$ cat config.mk
export PLATFORM = sky130hd
export DESIGN_NAME = morse_text_decoder_core
export DESIGN_NICKNAME = d
export VERILOG_FILES = /design/src/hw/rtl/mtd_pkg.sv /design/src/hw/rtl/morse_text_decoder_core.sv
export SDC_FILE = /design/constraint.sdc
export NUM_CORES = 1
export LEC_CHECK = 0
export CORE_ASPECT_RATIO = 1.75
export CORE_MARGIN = 4
export CORE_UTILIZATION = 46
export CTS_CLUSTER_DIAMETER = 200
export DETAILED_ROUTE_END_ITERATION = 6
export DONT_BUFFER_PORTS = 1
export PLACE_DENSITY = 0.62
export SLEW_MARGIN = 20
export SYNTH_ARGS = -nofsm -noshare
export SYNTH_HDL_FRONTEND = slang
export SYNTH_SLANG_ARGS = --single-unit
$ cat constraint.sdc
create_clock -name clk -period 2.9 [get_ports clk]
set_input_delay 0.29 -clock clk [delete_from_list [all_inputs] [get_ports clk]]
set_output_delay 0.29 -clock clk [all_outputs]
set_load 0.005 [all_outputs]
$ cat src/hw/rtl/mtd_pkg.sv
// mtd_pkg: constants, types and the symbol decode table for the morse text decoder
// no dependencies; imported by morse_text_decoder_core and its checker
`default_nettype none

package mtd_pkg;

    // longest symbol kept in the element store
    localparam int MAX_CODE_LENGTH = 5;

    // text bytes that matter on the input side
    localparam logic [7:0] CHAR_DOT     = 8'h2E;
    localparam logic [7:0] CHAR_DASH    = 8'h2D;
    localparam logic [7:0] CHAR_SPACE   = 8'h20;
    localparam logic [7:0] CHAR_NEWLINE = 8'h0A;
    localparam logic [7:0] CHAR_NONE    = 8'h00;

    typedef logic [MAX_CODE_LENGTH-1:0] sym_bits_t;
    typedef logic [2:0]                 count3_t;

    // saturation point of the element and space counters
    localparam count3_t COUNT_SAT       = 3'd7;
    // run length that separates symbols without emitting a space
    localparam count3_t SPACE_RUN_GAP   = 3'd3;
    // longest symbol the decode table holds
    localparam count3_t TABLE_MAX_LEN   = 3'd5;

    // decode table: element i at bit i, dash = 1; unknown or empty gives 0
    function automatic logic [7:0] decode_symbol(input sym_bits_t bits, input count3_t len);
        logic [7:0] ch;
        logic [4:0] b;
        ch = CHAR_NONE;
        b  = bits[4:0];
        if (len != 3'd0 && len <= TABLE_MAX_LEN)
        begin
            unique case ({len, b})
                {3'd1, 5'b00000}: ch = "E";
                {3'd1, 5'b00001}: ch = "T";
                {3'd2, 5'b00010}: ch = "A";
                {3'd2, 5'b00000}: ch = "I";
                {3'd2, 5'b00011}: ch = "M";
                {3'd2, 5'b00001}: ch = "N";
                {3'd3, 5'b00001}: ch = "D";
                {3'd3, 5'b00011}: ch = "G";
                {3'd3, 5'b00101}: ch = "K";
                {3'd3, 5'b00111}: ch = "O";
                {3'd3, 5'b00010}: ch = "R";
                {3'd3, 5'b00000}: ch = "S";
                {3'd3, 5'b00100}: ch = "U";
                {3'd3, 5'b00110}: ch = "W";
                {3'd4, 5'b00001}: ch = "B";
                {3'd4, 5'b00101}: ch = "C";
                {3'd4, 5'b00100}: ch = "F";
                {3'd4, 5'b00000}: ch = "H";
                {3'd4, 5'b01110}: ch = "J";
                {3'd4, 5'b00010}: ch = "L";
                {3'd4, 5'b00110}: ch = "P";
                {3'd4, 5'b01011}: ch = "Q";
                {3'd4, 5'b01000}: ch = "V";
                {3'd4, 5'b01001}: ch = "X";
                {3'd4, 5'b01101}: ch = "Y";
                {3'd4, 5'b00011}: ch = "Z";
                {3'd5, 5'b11111}: ch = "0";
                {3'd5, 5'b11110}: ch = "1";
                {3'd5, 5'b11100}: ch = "2";
                {3'd5, 5'b11000}: ch = "3";
                {3'd5, 5'b10000}: ch = "4";
                {3'd5, 5'b00000}: ch = "5";
                {3'd5, 5'b00001}: ch = "6";
                {3'd5, 5'b00011}: ch = "7";
                {3'd5, 5'b00111}: ch = "8";
                {3'd5, 5'b01111}: ch = "9";
                default:          ch = CHAR_NONE;
            endcase
        end
        return ch;
    endfunction

endpackage

`default_nettype wire

$ cat src/hw/rtl/morse_text_decoder_core.sv
// morse_text_decoder_core: turns a stream of dot/dash/space/newline bytes into text
// depends on mtd_pkg (constants, decode table)
//
//   channel | direction | handshake            | payload
//   --------+-----------+----------------------+------------------
//   input   | in        | in_valid / in_stall  | char_in, next_char
//   output  | out       | out_valid / out_stall| out_char, last
//
// unstalled, one byte enters the input register per cycle; decode and state update
// sit between that register and the result register, so one transaction a cycle flows
// a newline gives two results; bytes that give a result wait on the input side while
// the newline sits in the one-entry newline slot behind the single result register
// bytes that give no result retire even while the output is stalled
// rst_n clears the symbol store, the space counter and all valid flags
`default_nettype none

module morse_text_decoder_core (
    input  wire logic                 clk,
    input  wire logic                 rst_n,
    input  wire logic                 in_valid,
    output      logic                 in_stall,
    input  wire logic [7:0]           char_in,
    input  wire logic [7:0]           next_char,
    output      logic                 out_valid,
    input  wire logic                 out_stall,
    output      logic [7:0]           out_char,
    output      logic                 last
);
    import mtd_pkg::*;

    // input register
    logic       in_valid_reg, in_valid_next;
    logic [7:0] char_reg;
    logic [7:0] peek_reg;

    // decoder state
    sym_bits_t  sym_bits_reg, sym_bits_next;
    count3_t    sym_len_reg, sym_len_next;
    count3_t    space_cnt_reg, space_cnt_next;

    // result register and pending newline slot
    logic       out_valid_reg, out_valid_next;
    logic [7:0] out_char_reg, out_char_next;
    logic       last_reg, last_next;
    logic       nl_pend_reg, nl_pend_next;

    // per-item decode
    logic       is_nl, is_elem, is_space, peek_space;
    sym_bits_t  bits_upd;
    count3_t    len_upd, cnt_upd;
    logic       emit, proc, out_take, out_free, in_take;
    logic [7:0] res_char;

    always_comb
    begin
        is_nl      = (char_reg == CHAR_NEWLINE);
        is_elem    = (char_reg == CHAR_DOT) || (char_reg == CHAR_DASH);
        is_space   = (char_reg == CHAR_SPACE);
        peek_space = (peek_reg == CHAR_SPACE);

        // append the element to the symbol store
        bits_upd = sym_bits_reg;
        if (char_reg == CHAR_DASH && sym_len_reg < count3_t'(MAX_CODE_LENGTH))
        begin
            bits_upd[sym_len_reg] = 1'b1;
        end
        len_upd = (sym_len_reg < COUNT_SAT) ? 3'(sym_len_reg + 3'd1) : sym_len_reg;
        cnt_upd = (space_cnt_reg < COUNT_SAT) ? 3'(space_cnt_reg + 3'd1) : space_cnt_reg;

        // result and next state for the held byte
        sym_bits_next  = sym_bits_reg;
        sym_len_next   = sym_len_reg;
        space_cnt_next = space_cnt_reg;
        emit           = 1'b0;
        res_char       = CHAR_NONE;
        if (is_nl)
        begin
            emit          = 1'b1;
            res_char      = decode_symbol(sym_bits_reg, sym_len_reg);
            sym_bits_next = '0;
            sym_len_next  = '0;
        end
        else if (is_elem)
        begin
            if (peek_space)
            begin
                emit          = 1'b1;
                res_char      = decode_symbol(bits_upd, len_upd);
                sym_bits_next = '0;
                sym_len_next  = '0;
            end
            else
            begin
                sym_bits_next = bits_upd;
                sym_len_next  = len_upd;
            end
        end
        else if (is_space)
        begin
            space_cnt_next = cnt_upd;
            if (!peek_space && cnt_upd >= SPACE_RUN_GAP)
            begin
                space_cnt_next = '0;
                if (cnt_upd != SPACE_RUN_GAP)
                begin
                    emit     = 1'b1;
                    res_char = CHAR_SPACE;
                end
            end
        end

        // handshake between the stages
        out_take = out_valid_reg && !out_stall;
        out_free = !nl_pend_reg && (!out_valid_reg || !out_stall);
        proc     = in_valid_reg && (!emit || out_free);
        in_stall = in_valid_reg && !proc;
        in_take  = in_valid && !in_stall;
        in_valid_next = in_take ? 1'b1 : (proc ? 1'b0 : in_valid_reg);

        // result register loading
        out_valid_next = out_valid_reg;
        out_char_next  = out_char_reg;
        last_next      = last_reg;
        nl_pend_next   = nl_pend_reg;
        if (proc && emit)
        begin
            out_valid_next = 1'b1;
            out_char_next  = res_char;
            last_next      = !is_nl;
            nl_pend_next   = is_nl;
        end
        else if (out_take)
        begin
            if (nl_pend_reg)
            begin
                out_char_next = CHAR_NEWLINE;
                last_next     = 1'b1;
                nl_pend_next  = 1'b0;
            end
            else
            begin
                out_valid_next = 1'b0;
            end
        end
    end

    // control and state registers
    always_ff @(posedge clk or negedge rst_n)
    begin
        if (!rst_n)
        begin
            in_valid_reg  <= 1'b0;
            out_valid_reg <= 1'b0;
            nl_pend_reg   <= 1'b0;
            sym_bits_reg  <= '0;
            sym_len_reg   <= '0;
            space_cnt_reg <= '0;
        end
        else
        begin
            in_valid_reg  <= in_valid_next;
            out_valid_reg <= out_valid_next;
            nl_pend_reg   <= nl_pend_next;
            if (proc)
            begin
                sym_bits_reg  <= sym_bits_next;
                sym_len_reg   <= sym_len_next;
                space_cnt_reg <= space_cnt_next;
            end
        end
    end

    // payload registers
    always_ff @(posedge clk)
    begin
        if (in_take)
        begin
            char_reg <= char_in;
            peek_reg <= next_char;
        end
        out_char_reg <= out_char_next;
        last_reg     <= last_next;
    end

    assign out_valid = out_valid_reg;
    assign out_char  = out_char_reg;
    assign last      = last_reg;

endmodule

`default_nettype wire

==> metrics <==
Fin. Hold Viols 0; Pint 1.396 mW; Ports 31; DP Wirelength 9.402 mm; Max clock buf depth 2; CP arrival 2.88 ns; sw frac 36.19%; die area 8690 um2; Initial Utilization 47.70%; final-report setup violation count 0; initial antenna violation count 0; top-area cell type share of the netlist area 21.72%; vias in the first global route 3561; via count 3565; WL/cell 23.07 um; H-tree Lvls 2; final core occ 56.82%; clock skew 0.006335 ns; Seq pwr share 29.9%; vias per cell 6.896; Hold WC Path Type primary input to register; highest clock rate 352.1 MHz; die width 72.20 um; maximum vdd drop 0.0004195 V; part of the power in combinational logic 41.7%; Crit Path Max Fanout 4; worst slew pin tran 0.7334 ns; Sw Pwr 0.7918 mW; post-synthesis area per instance 8.422 um2; WP buf/inv 0; largest net degree at the start of global routing 24; crit path time final 2.840 ns; Final Slew Violations 0; Slew headroom 50.95%; clk sinks 38; area grow syn2layout 19.12%; Syn Inst Count 394; Pre-antenna DRT Iters 5; critical path, cell by cell or4_4, nor4_2, o2111ai_4, a211oi_2, o211ai_1, o31a_1; GR Util All Layers 28.39%; Port Buf Inserts 0; clock root buffer clkbuf_16; CP max stage cell or4_4; Pwr per Cell Area 553.6 nW/um2; Cell variety after synth 84; FP Rows 40; WS Path Type register to register; RSZ-0062 raised after global routing no; clk slew on worst S/H paths 0.06 ns; worst r2r dst out_char[1]$_SDFFCE_PN1P_; R2R Setup Slk 0.06 ns; status finished, final reports clean; latest clock arrival within the worst-skew pair 0.29 ns; startpoint types register; global-route wire length before repair 18.65 mm; synth top area cells edfxtp_1 22%, dfrtp_1 11%, nand2_1 4.6%; DIE HEIGHT 120.4 um; Synth warnings 0; sequential share of the synthesized area 32.28%; R2R cell count 6; maxcap violations 0; Ant. Diodes 0; Primary FF master, synth edfxtp_1; max incr delay on CP 0.56 ns; DR DRC count 0; HP Start char_in[7]; Final ANT Viol Nets 0; layout cells sized above 1 20.32%; Final period util 97.93%; initial drt markers 204; register bit total from synthesis 38; Final #Nets 455; largest area contributor in the netlist edfxtp_1; Worst Hold Path Cells 0; TritonCTS clock tree done; CP endpoint kind register; Async S/R FF share, synth 36.84%; Crit path required time 2.94 ns; filler instances 655; gr ovfl total 0; post-synthesis cell area 3318 um2; syn nets 417; FF-to-FF Start char_reg[7]$_DFFE_PP_; Routed WL 11.93 mm; Leakage 1.459 nW; core area 6957 um2; Post-synth EDFFs 24; family with the most delay on the worst path compound AO/OA/AOI/OAI gates; GPL Wtd Cong 1.050; total power 2.188 mW; worst hold endpoint char_reg[7]$_DFFE_PP_; Clk pwr share 28.4%; number of CTS-inserted buffers 5
synthesized netlist by cell type, types with 5 or more instances:
library cell / number
inv_1: 12
nor2_1: 40
a22oi_1: 5
buf_2: 8
o21ai_0: 22
a31oi_1: 10
clkbuf_1: 11
dfrtp_1: 14
nand2b_1: 13
edfxtp_1: 24
nand2_1: 41
nor2b_1: 8
a211oi_1: 5
nand3_1: 11
o22ai_1: 7
o31ai_1: 8
nor3_1: 10
a21oi_1: 20
cells by family (layout without fill, tap and decap cells):
group,Yosys count,after routing,share of synthesized area [%]
AND/OR/NAND/NOR,169,169,28.36
AO/OA/AOI/OAI,141,141,31.86
flip-flops,38,38,32.28
buffers and inverters,37,76,4.826
adder cells (fa/ha/maj),3,3,1.131
multiplexers,3,3,0.9050
XOR/XNOR,2,2,0.5280
other,1,1,0.1130
cell type report:
class	instances	area, um2	share of cell area [%]
inverters	13	48.80	1.235
multi-input cells	319	2121	53.66
clock inverters	2	37.54	0.9497
flip-flops and latches	38	1071	27.10
well taps	84	105.1	2.659
clock buffers	6	128.9	3.261
repair buffers	55	440.4	11.14
power groups by stage:
stage	logic, mW	clock network [mW]	registers [mW]
after global routing	0.992	0.651	0.659
final	0.913	0.621	0.654
after floorplan	0.562	0	0.652
after global placement	0.881	0	0.660
after CTS	0.891	0.631	0.653
after detailed placement	0.879	0	0.663
stage by stage:
stage	setup WS (ns)	area, um2	TNS [ns]	std cells	hold slack (ns)
2_1_floorplan	0.3082	3318	0	394	-0.005591
3_3_place_gp	-0.3597	3742	-1.756	508	-0.005201
3_5_place_dp	-0.3499	3742	-3.346	508	-0.005259
4_1_cts	0.05595	3936	0	517	0.09606
5_1_grt	0.002931	3953	0	517	0.09092
6_report	0.05993	3953	0	517	0.09935
repair_timing:
item / in CTS / in global routing
endpoints found under the hold margin: 14 / 0
resized for setup: 3 / 2
hold buffers: 1 / 0
endpoints found under the setup margin: 37 / 3
setup buffers: 0 / 0
how the worst max path moves through the flow:
stage | from | endpoint | slack [ns] | cells after the start
after detailed placement | char_reg[7]$_DFFE_PP_ | out_char[1]$_SDFFCE_PN1P_ | -0.35 | 6
after CTS | char_reg[7]$_DFFE_PP_ | out_char[1]$_SDFFCE_PN1P_ | 0.06 | 6
final | char_reg[7]$_DFFE_PP_ | out_char[1]$_SDFFCE_PN1P_ | 0.06 | 6
after global routing | char_reg[7]$_DFFE_PP_ | out_char[0]$_SDFFCE_PN0P_ | 0.003 | 7
after floorplan | sym_len_reg[0]$_DFFE_PN0P_ | out_char[0]$_SDFFCE_PN0P_ | 0.31 | 9
after global placement | char_reg[7]$_DFFE_PP_ | out_char[1]$_SDFFCE_PN1P_ | -0.36 | 6
routing by layer:
| metal | GRT usage (%) | wire length [um] | vias to the layer above |
|---|---|---|---|
| li1 | - | - | 1617 |
| met1 | 27.26 | 3907 | 1704 |
| met2 | 52.68 | 6651 | 188 |
| met3 | 4.825 | 583 | 56 |
| met4 | 19.29 | 786 | 0 |
| met5 | 0 | 0 | - |
worst reg2reg max path, stage by stage, from the launching register on:
cell       delay [ns]
edfxtp_1         0.50
or4_4            0.56
nor4_2           0.45
o2111ai_4        0.30
a211oi_2         0.34
o211ai_1         0.16
o31a_1           0.29
layout by cell type, fill, tap and decap left out, types with 4 or more instances in the layout:
master	Yosys	final
a21o_1	4	4
dfrtp_1	14	14
o31ai_1	8	8
a31oi_1	10	10
nand3_1	11	11
inv_1	12	12
buf_4	3	52
edfxtp_1	24	24
o21ai_0	22	22
nor3_1	10	9
nor2_1	40	40
nand2_1	41	41
nand2b_1	13	13
clkbuf_16	0	5
or2_2	4	4
and2_1	4	4
a21oi_1	20	20
o22ai_1	7	7
nor2b_1	8	8
nor3b_1	4	4
a22oi_1	5	5
o22a_1	4	4
a211oi_1	5	4
(Power assumes the default switching activity.)
